===== src/rtl/core/mexp_pkg.sv =====
`timescale 1ns / 1ps

package mexp_pkg;

    typedef enum logic [3:0] {
        ST_IDLE,
        ST_RED_START,
        ST_RED_WAIT,
        ST_SCAN,
        ST_SQR_START,
        ST_SQR_WAIT,
        ST_MUL_START,
        ST_MUL_WAIT,
        ST_FINISH
    } state_t;

    typedef enum logic [1:0] {
        OP_REDUCE,
        OP_SQUARE,
        OP_MULTIPLY
    } op_t;

    typedef struct packed {
        logic load;
        logic mul_start;
        op_t  op;
        logic store_base;
        logic store_acc;
        logic advance;
        logic emit;
    } cmd_t;

    typedef struct packed {
        logic mul_done;
        logic exp_msb;
        logic bits_zero;
        logic bits_last;
        logic out_free;
    } sts_t;

endpackage


===== src/rtl/core/mexp_if.sv =====
`timescale 1ns / 1ps

interface mexp_in_if #(
    parameter int OPERAND_WIDTH  = 32,
    parameter int EXPONENT_WIDTH = 32
);
    logic                      valid;
    logic                      ready;
    logic [OPERAND_WIDTH-1:0]  base;
    logic [EXPONENT_WIDTH-1:0] exponent;

    modport source (output valid, output base, output exponent, input ready);
    modport sink   (input valid, input base, input exponent, output ready);
endinterface


===== src/rtl/core/mexp_out_if.sv =====
`timescale 1ns / 1ps

interface mexp_out_if #(
    parameter int OPERAND_WIDTH = 32
);
    logic                     valid;
    logic                     ready;
    logic [OPERAND_WIDTH-1:0] power;

    modport source (output valid, output power, input ready);
    modport sink   (input valid, input power, output ready);
endinterface


===== src/rtl/core/mexp_mulmod.sv =====
`timescale 1ns / 1ps

// Interleaved shift-add modular multiplier, one multiplier bit per cycle.
module mexp_mulmod #(
    parameter int OPERAND_WIDTH = 32
) (
    input  logic                     clk,
    input  logic                     rst_n,
    input  logic                     start,
    input  logic [OPERAND_WIDTH-1:0] a,
    input  logic [OPERAND_WIDTH-1:0] b,
    input  logic [OPERAND_WIDTH-1:0] n,
    output logic                     done,
    output logic [OPERAND_WIDTH-1:0] product
);
    localparam int W  = OPERAND_WIDTH;
    localparam int CW = $clog2(W + 1);

    logic [CW-1:0] cnt_reg, cnt_next;
    logic          done_reg, done_next;
    logic [W-1:0]  a_reg, a_next;
    logic [W-1:0]  b_reg, b_next;
    logic [W-1:0]  p_reg, p_next;

    logic [W+1:0]  t, t_m1, t_m2, n1, n2;
    logic [W-1:0]  step;

    // 2p + bit*a stays below 3n, so at most two subtractions of n.
    always_comb
    begin
        n1   = {2'b00, n};
        n2   = {1'b0, n, 1'b0};
        t    = {1'b0, p_reg, 1'b0} + (b_reg[W-1] ? {2'b00, a_reg} : '0);
        t_m1 = t - n1;
        t_m2 = t - n2;
        if (n == '0)
        begin
            step = t[W-1:0];
        end
        else if (t >= n2)
        begin
            step = t_m2[W-1:0];
        end
        else if (t >= n1)
        begin
            step = t_m1[W-1:0];
        end
        else
        begin
            step = t[W-1:0];
        end
    end

    always_comb
    begin
        cnt_next  = cnt_reg;
        a_next    = a_reg;
        b_next    = b_reg;
        p_next    = p_reg;
        done_next = 1'b0;
        if (start)
        begin
            cnt_next = CW'(W);
            a_next   = a;
            b_next   = b;
            p_next   = '0;
        end
        else if (cnt_reg != '0)
        begin
            cnt_next  = cnt_reg - CW'(1);
            b_next    = {b_reg[W-2:0], 1'b0};
            p_next    = step;
            done_next = (cnt_reg == CW'(1));
        end
    end

    always_ff @(posedge clk or negedge rst_n)
    begin
        if (!rst_n)
        begin
            cnt_reg  <= '0;
            done_reg <= 1'b0;
        end
        else
        begin
            cnt_reg  <= cnt_next;
            done_reg <= done_next;
        end
    end

    always_ff @(posedge clk)
    begin
        a_reg <= a_next;
        b_reg <= b_next;
        p_reg <= p_next;
    end

    assign done    = done_reg;
    assign product = p_reg;
endmodule


===== src/rtl/core/mexp_dp.sv =====
`timescale 1ns / 1ps

// Datapath: modulus, operands, exponent scanner, multiplier and result register.
module mexp_dp
    import mexp_pkg::*;
#(
    parameter int OPERAND_WIDTH  = 32,
    parameter int EXPONENT_WIDTH = 32
) (
    input  logic                      clk,
    input  logic                      rst_n,
    input  cmd_t                      cmd,
    output sts_t                      sts,
    input  logic                      modulus_wr_en,
    input  logic [OPERAND_WIDTH-1:0]  modulus_wr_data,
    input  logic [OPERAND_WIDTH-1:0]  base,
    input  logic [EXPONENT_WIDTH-1:0] exponent,
    input  logic                      out_ready,
    output logic                      out_valid,
    output logic [OPERAND_WIDTH-1:0]  power
);
    localparam int W  = OPERAND_WIDTH;
    localparam int EW = EXPONENT_WIDTH;
    localparam int BW = $clog2(EW + 1);

    logic [W-1:0]  n_reg;
    logic [W-1:0]  base_reg;
    logic [W-1:0]  acc_reg;
    logic [EW-1:0] exp_reg;
    logic [BW-1:0] bits_reg;
    logic          out_valid_reg;
    logic [W-1:0]  power_reg;

    logic [W-1:0]  mul_a, mul_b, product;
    logic          mul_done;

    always_comb
    begin
        unique case (cmd.op)
            OP_REDUCE:
            begin
                mul_a = W'(1);
                mul_b = base_reg;
            end
            OP_SQUARE:
            begin
                mul_a = acc_reg;
                mul_b = acc_reg;
            end
            OP_MULTIPLY:
            begin
                mul_a = acc_reg;
                mul_b = base_reg;
            end
            default:
            begin
                mul_a = acc_reg;
                mul_b = acc_reg;
            end
        endcase
    end

    mexp_mulmod #(
        .OPERAND_WIDTH(W)
    ) u_mulmod (
        .clk    (clk),
        .rst_n  (rst_n),
        .start  (cmd.mul_start),
        .a      (mul_a),
        .b      (mul_b),
        .n      (n_reg),
        .done   (mul_done),
        .product(product)
    );

    always_ff @(posedge clk or negedge rst_n)
    begin
        if (!rst_n)
        begin
            n_reg         <= W'(2);
            out_valid_reg <= 1'b0;
        end
        else
        begin
            if (modulus_wr_en)
            begin
                n_reg <= modulus_wr_data;
            end
            if (cmd.emit)
            begin
                out_valid_reg <= 1'b1;
            end
            else if (out_ready)
            begin
                out_valid_reg <= 1'b0;
            end
        end
    end

    always_ff @(posedge clk)
    begin
        if (cmd.load)
        begin
            base_reg <= base;
            exp_reg  <= exponent;
            bits_reg <= BW'(EW);
            acc_reg  <= W'(1);
        end
        else
        begin
            if (cmd.store_base)
            begin
                base_reg <= product;
            end
            if (cmd.store_acc)
            begin
                acc_reg <= product;
            end
            if (cmd.advance)
            begin
                exp_reg  <= exp_reg << 1;
                bits_reg <= bits_reg - BW'(1);
            end
        end
        if (cmd.emit)
        begin
            power_reg <= acc_reg;
        end
    end

    assign sts.mul_done  = mul_done;
    assign sts.exp_msb   = exp_reg[EW-1];
    assign sts.bits_zero = (bits_reg == '0);
    assign sts.bits_last = (bits_reg == BW'(1));
    assign sts.out_free  = !out_valid_reg || out_ready;

    assign out_valid = out_valid_reg;
    assign power     = power_reg;
endmodule


===== src/rtl/core/mexp_ctrl.sv =====
`timescale 1ns / 1ps

// Sequencer: reduce base, skip leading zeros, then square per bit and multiply on each one bit.
module mexp_ctrl
    import mexp_pkg::*;
(
    input  logic clk,
    input  logic rst_n,
    input  logic in_valid,
    output logic in_ready,
    input  sts_t sts,
    output cmd_t cmd
);
    state_t state_reg, state_next;

    always_ff @(posedge clk or negedge rst_n)
    begin
        if (!rst_n)
        begin
            state_reg <= ST_IDLE;
        end
        else
        begin
            state_reg <= state_next;
        end
    end

    always_comb
    begin
        state_next = state_reg;
        unique case (state_reg)
            ST_IDLE:
            begin
                if (in_valid)
                begin
                    state_next = ST_RED_START;
                end
            end
            ST_RED_START:
            begin
                state_next = ST_RED_WAIT;
            end
            ST_RED_WAIT:
            begin
                if (sts.mul_done)
                begin
                    state_next = ST_SCAN;
                end
            end
            ST_SCAN:
            begin
                priority if (sts.bits_zero)
                begin
                    state_next = ST_FINISH;
                end
                else if (sts.exp_msb)
                begin
                    state_next = ST_SQR_START;
                end
            end
            ST_SQR_START:
            begin
                state_next = ST_SQR_WAIT;
            end
            ST_SQR_WAIT:
            begin
                if (sts.mul_done)
                begin
                    priority if (sts.exp_msb)
                    begin
                        state_next = ST_MUL_START;
                    end
                    else if (sts.bits_last)
                    begin
                        state_next = ST_FINISH;
                    end
                    else
                    begin
                        state_next = ST_SQR_START;
                    end
                end
            end
            ST_MUL_START:
            begin
                state_next = ST_MUL_WAIT;
            end
            ST_MUL_WAIT:
            begin
                if (sts.mul_done)
                begin
                    state_next = sts.bits_last ? ST_FINISH : ST_SQR_START;
                end
            end
            ST_FINISH:
            begin
                if (sts.out_free)
                begin
                    state_next = ST_IDLE;
                end
            end
            default:
            begin
                state_next = ST_IDLE;
            end
        endcase
    end

    always_comb
    begin
        cmd      = '0;
        cmd.op   = OP_SQUARE;
        in_ready = 1'b0;
        unique case (state_reg)
            ST_IDLE:
            begin
                in_ready = 1'b1;
                cmd.load = in_valid;
            end
            ST_RED_START:
            begin
                cmd.op        = OP_REDUCE;
                cmd.mul_start = 1'b1;
            end
            ST_RED_WAIT:
            begin
                cmd.store_base = sts.mul_done;
            end
            ST_SCAN:
            begin
                cmd.advance = !sts.bits_zero && !sts.exp_msb;
            end
            ST_SQR_START:
            begin
                cmd.op        = OP_SQUARE;
                cmd.mul_start = 1'b1;
            end
            ST_SQR_WAIT:
            begin
                cmd.store_acc = sts.mul_done;
                cmd.advance   = sts.mul_done && !sts.exp_msb;
            end
            ST_MUL_START:
            begin
                cmd.op        = OP_MULTIPLY;
                cmd.mul_start = 1'b1;
            end
            ST_MUL_WAIT:
            begin
                cmd.store_acc = sts.mul_done;
                cmd.advance   = sts.mul_done;
            end
            ST_FINISH:
            begin
                cmd.emit = sts.out_free;
            end
            default:
            begin
                cmd = '0;
            end
        endcase
    end
endmodule


===== src/rtl/core/modular_exponentiation.sv =====
`timescale 1ns / 1ps

// Channel   Dir   Handshake      Payload
// in_ch     in    valid/ready    base, exponent  (one request per power)
// out_ch    out   valid/ready    power
// modulus   in    modulus_wr_en  modulus_wr_data (no read-back)
//
// Order of work: reduce the base, skip the leading zero exponent bits, then
// square on every remaining bit and also multiply on each one bit, and last
// post the result. The run time is set by the single shift-add modular
// multiplier, one bit/cycle. Reset puts the modulus at 2 and the sequencer
// idle with no result pending. A waiting result holds in the output
// register; the next request is taken meanwhile, and the sequencer only
// stalls at the end if that result is unread.
module modular_exponentiation
    import mexp_pkg::*;
#(
    parameter int OPERAND_WIDTH  = 32,
    parameter int EXPONENT_WIDTH = 32
) (
    input  logic                     clk,
    input  logic                     rst_n,
    input  logic                     modulus_wr_en,
    input  logic [OPERAND_WIDTH-1:0] modulus_wr_data,
    mexp_in_if.sink                  in_ch,
    mexp_out_if.source               out_ch
);
    cmd_t cmd;
    sts_t sts;
    logic in_ready;

    // Sequencer: decides the order of reduce, square and multiply steps.
    mexp_ctrl u_ctrl (
        .clk     (clk),
        .rst_n   (rst_n),
        .in_valid(in_ch.valid),
        .in_ready(in_ready),
        .sts     (sts),
        .cmd     (cmd)
    );

    // Datapath: holds modulus and operands, runs the modular multiplier.
    mexp_dp #(
        .OPERAND_WIDTH (OPERAND_WIDTH),
        .EXPONENT_WIDTH(EXPONENT_WIDTH)
    ) u_dp (
        .clk            (clk),
        .rst_n          (rst_n),
        .cmd            (cmd),
        .sts            (sts),
        .modulus_wr_en  (modulus_wr_en),
        .modulus_wr_data(modulus_wr_data),
        .base           (in_ch.base),
        .exponent       (in_ch.exponent),
        .out_ready      (out_ch.ready),
        .out_valid      (out_ch.valid),
        .power          (out_ch.power)
    );

    assign in_ch.ready = in_ready;
endmodule


===== src/flat_wrapper.sv =====
// flat-port wrapper written by rule: the top's interface ports become plain ports
module modular_exponentiation_flat import mexp_pkg::*;
#(
    parameter int OPERAND_WIDTH  = 32,
    parameter int EXPONENT_WIDTH = 32
)
  (clk, rst_n, modulus_wr_en, modulus_wr_data, in_ch_valid, in_ch_base, in_ch_exponent, in_ch_ready, out_ch_valid, out_ch_power, out_ch_ready);
  mexp_in_if #(.OPERAND_WIDTH(OPERAND_WIDTH), .EXPONENT_WIDTH(EXPONENT_WIDTH)) in_ch_i ();
  mexp_out_if #(.OPERAND_WIDTH(OPERAND_WIDTH)) out_ch_i ();
  input  logic clk;
  input  logic rst_n;
  input  logic modulus_wr_en;
  input  logic [OPERAND_WIDTH-1:0] modulus_wr_data;
  input wire logic [$bits(in_ch_i.valid)-1:0] in_ch_valid;
  input wire logic [$bits(in_ch_i.base)-1:0] in_ch_base;
  input wire logic [$bits(in_ch_i.exponent)-1:0] in_ch_exponent;
  output wire logic [$bits(in_ch_i.ready)-1:0] in_ch_ready;
  output wire logic [$bits(out_ch_i.valid)-1:0] out_ch_valid;
  output wire logic [$bits(out_ch_i.power)-1:0] out_ch_power;
  input wire logic [$bits(out_ch_i.ready)-1:0] out_ch_ready;
  assign in_ch_i.valid = in_ch_valid;
  assign in_ch_i.base = in_ch_base;
  assign in_ch_i.exponent = in_ch_exponent;
  assign in_ch_ready = in_ch_i.ready;
  assign out_ch_valid = out_ch_i.valid;
  assign out_ch_power = out_ch_i.power;
  assign out_ch_i.ready = out_ch_ready;
  modular_exponentiation #(.OPERAND_WIDTH(OPERAND_WIDTH), .EXPONENT_WIDTH(EXPONENT_WIDTH)) u_core (.clk(clk), .rst_n(rst_n), .modulus_wr_en(modulus_wr_en), .modulus_wr_data(modulus_wr_data), .in_ch(in_ch_i), .out_ch(out_ch_i));
endmodule

===== config.mk =====
export PLATFORM = sky130hd
export DESIGN_NAME = modular_exponentiation_flat
export DESIGN_NICKNAME = d
export VERILOG_FILES = /design/src/rtl/core/mexp_pkg.sv /design/src/rtl/core/mexp_if.sv /design/src/rtl/core/mexp_out_if.sv /design/src/rtl/core/mexp_mulmod.sv /design/src/rtl/core/mexp_dp.sv /design/src/rtl/core/mexp_ctrl.sv /design/src/rtl/core/modular_exponentiation.sv /design/src/flat_wrapper.sv
export SDC_FILE = /design/constraint.sdc
export NUM_CORES = 1
export LEC_CHECK = 0
export BUFFER_PORTS_ARGS = -buffer_cell sky130_fd_sc_hd__buf_2
export CAP_MARGIN = 20
export CORE_MARGIN = 2
export CORE_UTILIZATION = 60
export DETAILED_ROUTE_END_ITERATION = 7
export GPL_ROUTABILITY_DRIVEN = 0
export PLACE_DENSITY_LB_ADDON = 0.25
export SLEW_MARGIN = 15
export SYNTH_ARGS = -nofsm -noshare
export SYNTH_HDL_FRONTEND = slang
export SYNTH_SLANG_ARGS = --single-unit

===== constraint.sdc =====
create_clock -name clk -period 6.68 [get_ports clk]
set_clock_uncertainty 0.1 [all_clocks]
set_input_delay 1.336 -clock clk [delete_from_list [all_inputs] [get_ports clk]]
set_output_delay 1.336 -clock clk [all_outputs]
set_load 0.01 [all_outputs]

==> PnR_summary.wiki <==
{| class="wikitable"
! Metric !! Value
|-
| Run status || finished, final reports clean
|-
| Critical register-to-register path startpoint || u_core.u_dp.u_mulmod.b_reg[31]$_DFFE_PP_
|-
| Static leakage power || slightly above 8 nW
|-
| Growth of design area from synthesis to finish || 12.9%
|-
| Routed vias || between 10,000 and 15,000
|-
| Number of buffers between clock root and the deepest sink || 3
|-
| Worst-Margin Slew || between 1 and 1.5 ns
|-
| Initial antenna violation count || 0
|-
| Post-synthesis sequential area ratio || around 44%
|-
| Commonest cells after routing, fill and taps aside || nand2_1 (399), edfxtp_1 (160), a21oi_1 (142), o21ai_0 (141), buf_2 (134)
|-
| Final count of hold timing violations || 0
|-
| Total number of nets in the final design || around 2,100
|-
| Drt total wl || 43,800 um
|-
| Vias in the first global route || 13,720
|-
| Syn Nets || 2,034
|-
| # placed instances || 2,253
|-
| Wire length of the first global-routing pass || between 60,000 and 70,000 um
|-
| Die Outline Area || 28,800 um2
|-
| Pin count of the biggest net entering global routing || around 100
|-
| Cts bufs inserted || 30
|-
| Ys Warns || 0
|-
| Number of cells in the finished layout apart from fillers || ~2,300
|-
| Number of port buffers || ~130
|-
| Most area-hungry cell type in the Yosys netlist || edfxtp_1
|-
| TritonCTS clock tree || built
|-
| Vias per cell || ~6.1
|-
| Time the final worst path needs with I/O delays and setup || 6.20 ns
|-
| Commonest non-fill, non-tap cell in the layout || nand2_1
|-
| I/O pin count || ~140
|-
| Share of flip-flops with an asynchronous set or reset after synthesis || between 10% and 20%
|-
| Hold Path Cell Cnt || 2
|-
| Startpoint of the worst hold path || u_core.u_dp.u_mulmod.product[6]$_SDFFE_PP0P_
|-
| Capture point of the worst reg-to-reg path || u_core.u_dp.u_mulmod.product[0]$_SDFFE_PP0P_
|-
| First-pass iteration count of the detailed router || 6
|-
| Fraction of layout instances using a drive strength above 1 || a little under an eighth
|-
| Yosys cell types || 82
|-
| Combined area of the multi-input logic cells || between 8000 and 9000 um2
|-
| Clock Latency Late Sink || ~0.58 ns
|-
| Series of cell instances along the critical path || and2_1 > ha_1 > inv_1 > fa_1 > nand2b_1 > a21oi_1 > o41ai_4 > o31a_1 > o21ai_1 > a31oi_1 > xnor2_1 > ha_1 > a21oi_1 > nor2_1 > a2111oi_0 > a31oi_1 > a21oi_1 > nand3_4 > nor2_1 > nand2_1 > mux2_1 > a21oi_1
|-
| CP delay by family, top || compound AO/OA/AOI/OAI gates
|-
| Setup Fix Bufs, Post-CTS || 0
|-
| Clock net sink count || about 270
|-
| Initial detailed-routing violation count || between 1,000 and 1,500
|-
| Max-cap check violation count || 0
|-
| Worst path arrival time || 6.59 ns
|-
| Post-Synthesis Mean Instance Area || between 9 and 10 um2
|-
| Classification of the worst-slack hold path || flop to flop
|-
| Routed length per instance || roughly 19 um
|-
| Total Neg Setup Slack || 0 ns
|-
| Depth of the CTS H-tree || 1
|-
| Post-Syn Area || 16,500 um2
|-
| Fraction of synthesized cell area taken by the top area cell type || between 20 and 30%
|-
| Detail Placement HPWL || 31,700 um
|-
| Setup WS pre-CTS || around 0.41 ns
|-
| Overall global routing resource usage || between 30% and 40%
|-
| Endpoint, Worst Hold || u_core.u_dp.acc_reg[6]$_SDFFE_PP0P_
|-
| Clk slew on worst S/H paths || roughly 0.060 ns
|-
| Initial Utilization || between 60% and 70%
|-
| Setup repair after global routing missed its margin || no
|-
| Post-synth EDFFs || 160
|-
| Horizontal die dimension || 170 um
|-
| Headroom to the max-slew limit || a little over a quarter
|-
| Number of routed nets with antenna violations || 0
|-
| Row Count || 60
|-
| Slack of the worst reg-to-reg path || approximately 0.48 ns
|-
| Maximum clock frequency || approximately 0.16 GHz
|-
| Slowest Stage Delay on Critical Path || 0.52 ns
|-
| Flops & latches, synth || roughly 270
|-
| Remaining routing DRC violations || 0
|-
| Number of buffer and inverter instances along the worst setup path || 1
|-
| Largest voltage drop on the vdd net || 435 uV
|-
| Data required, critical path || between 7 and 8 ns
|-
| R2R cell count || 22
|-
| Vertical die dimension || ~170 um
|-
| Top cells by area, synth || edfxtp_1 (29%), nand2_1 (9.1%), dfxtp_1 (8.5%)
|-
| Post-synthesis instance total || ~1,800
|-
| Final slew viol count || 0
|-
| Period utilisation layout || ~93%
|-
| Number of setup violations in the final report || 0
|-
| Power density over the cells || about 600 nW/um2
|-
| Worst setup margin || between 0.4 and 0.5 ns
|-
| Overflow after GRT || 0
|-
| Sequential cell area || approximately 7300 um2
|-
| Number of filler cells placed in the layout || about 2,100
|-
| Critical Path Stages || 22
|-
| Critical Path Slowest Stage Cell || edfxtp_1
|-
| Critical path fanouts, max || 14
|-
| Antenna diode instance count || 0
|-
| Post-layout utilization of the core || 69.1%
|-
| Sort of element at the start of the critical path || flop
|-
| Buffer type at the clock tree root || clkbuf_16
|-
| Critical path start-end classification || flop to flop
|-
| Critical Path Sink Type || flop
|-
| Most Frequent Cell on Critical Path || a21oi_1
|-
| Std-Cell Core Area || 27,000 um2
|-
| Main flop type after synthesis || edfxtp_1
|}
## layer usage
layer | vias to the layer above | track usage (%) | routed length (um)
li1 | 6759 | - | -
met1 | 6683 | 39.2 | 17800
met3 | 130 | 3.84 | 2960
met2 | 573 | 52.4 | 21500
met4 | 0 | 11.2 | 1590
met5 | - | 0 | 0
## tightest hold or removal path, stage by stage (launching register included)
cell	delay, ns
dfxtp_1	0.33
nand2_1	0.06
a21oi_1	0.05
## power by group
group | switching (W) | leakage (nW) | internal [W]
registers | 0.000323 | 2.70 | 0.00242
logic | 0.00426 | 4.82 | 0.00267
clock network | 0.000717 | 0.525 | 0.00108
total | 0.00530 | 8.04 | 0.00618
## layout make-up
| cell class | count | share of cell area, % |
|---|---|---|
| Multi-Input combinational cell | 1415 | 46.6 |
| Tap cell | 341 | 2.29 |
| Clock buffer | 33 | 4.20 |
| Timing Repair Buffer | 155 | 4.56 |
| Inverter | 70 | 1.41 |
| Clock inverter | 23 | 1.65 |
| Sequential cell | 274 | 39.3 |
## worst max-delay path by stage
stage | startpoint | end
floorplan | in_ch_valid | u_core.u_dp.base_reg[0]$_DFFE_PP_
global placement | u_core.u_dp.u_mulmod.b_reg[31]$_DFFE_PP_ | u_core.u_dp.u_mulmod.product[3]$_SDFFE_PP0P_
global route | u_core.u_dp.u_mulmod.b_reg[31]$_DFFE_PP_ | u_core.u_dp.u_mulmod.product[0]$_SDFFE_PP0P_
finish | u_core.u_dp.u_mulmod.b_reg[31]$_DFFE_PP_ | u_core.u_dp.u_mulmod.product[0]$_SDFFE_PP0P_
CTS | u_core.u_dp.u_mulmod.b_reg[31]$_DFFE_PP_ | u_core.u_dp.u_mulmod.product[3]$_SDFFE_PP0P_
detailed placement | u_core.u_dp.u_mulmod.b_reg[31]$_DFFE_PP_ | u_core.u_dp.u_mulmod.product[13]$_SDFFE_PP0P_
## logic make-up (layout without fill, tap and decap cells)
group | after synthesis | in the layout | synth area share, %
AOI/OAI and AO/OA | 473 | 474 | 17.7
xor gates and xnor gates | 90 | 90 | 4.78
adders and majority gates | 102 | 102 | 7.87
buffers and inverters | 143 | 281 | 3.37
DFF | 274 | 274 | 44.3
muxes | 45 | 45 | 2.76
and+or+nand+nor | 704 | 704 | 19.2
## what timing repair did
| action | in CTS | in global routing |
|---|---|---|
| setup endpoints to repair | 0 | 23 |
| resized for setup | 0 | 4 |
| hold buffers | 0 | 0 |
## metrics by stage
step           power (W)  area (um2)  hold WS, ns
4_1_cts           0.0113       18600        0.393
3_3_place_gp     0.00925       17500        0.375
6_report          0.0115       18600        0.394
2_1_floorplan    0.00776       16500        0.343
3_5_place_dp     0.00941       17500        0.381
5_1_grt           0.0122       18600        0.412
## cells in the mapped netlist, drive strengths merged, types with 6 or more instances
cell type / number
a211oi: 18
a21o: 39
a21oi: 142
a221oi: 13
a31oi: 17
and2: 76
and3: 8
buf: 10
clkbuf: 63
dfrtp: 43
dfxtp: 70
edfxtp: 160
ha: 99
inv: 69
mux2i: 41
nand2: 401
nand2b: 14
nand3: 31
nand4: 18
nor2: 86
nor2b: 12
nor3: 15
nor4: 16
o211ai: 14
o21a: 8
o21ai: 149
o21bai: 8
o22ai: 7
o31ai: 6
or2: 6
or3: 7
xnor2: 57
xor2: 33
No activity file was read; power rests on OpenSTA's default activity.
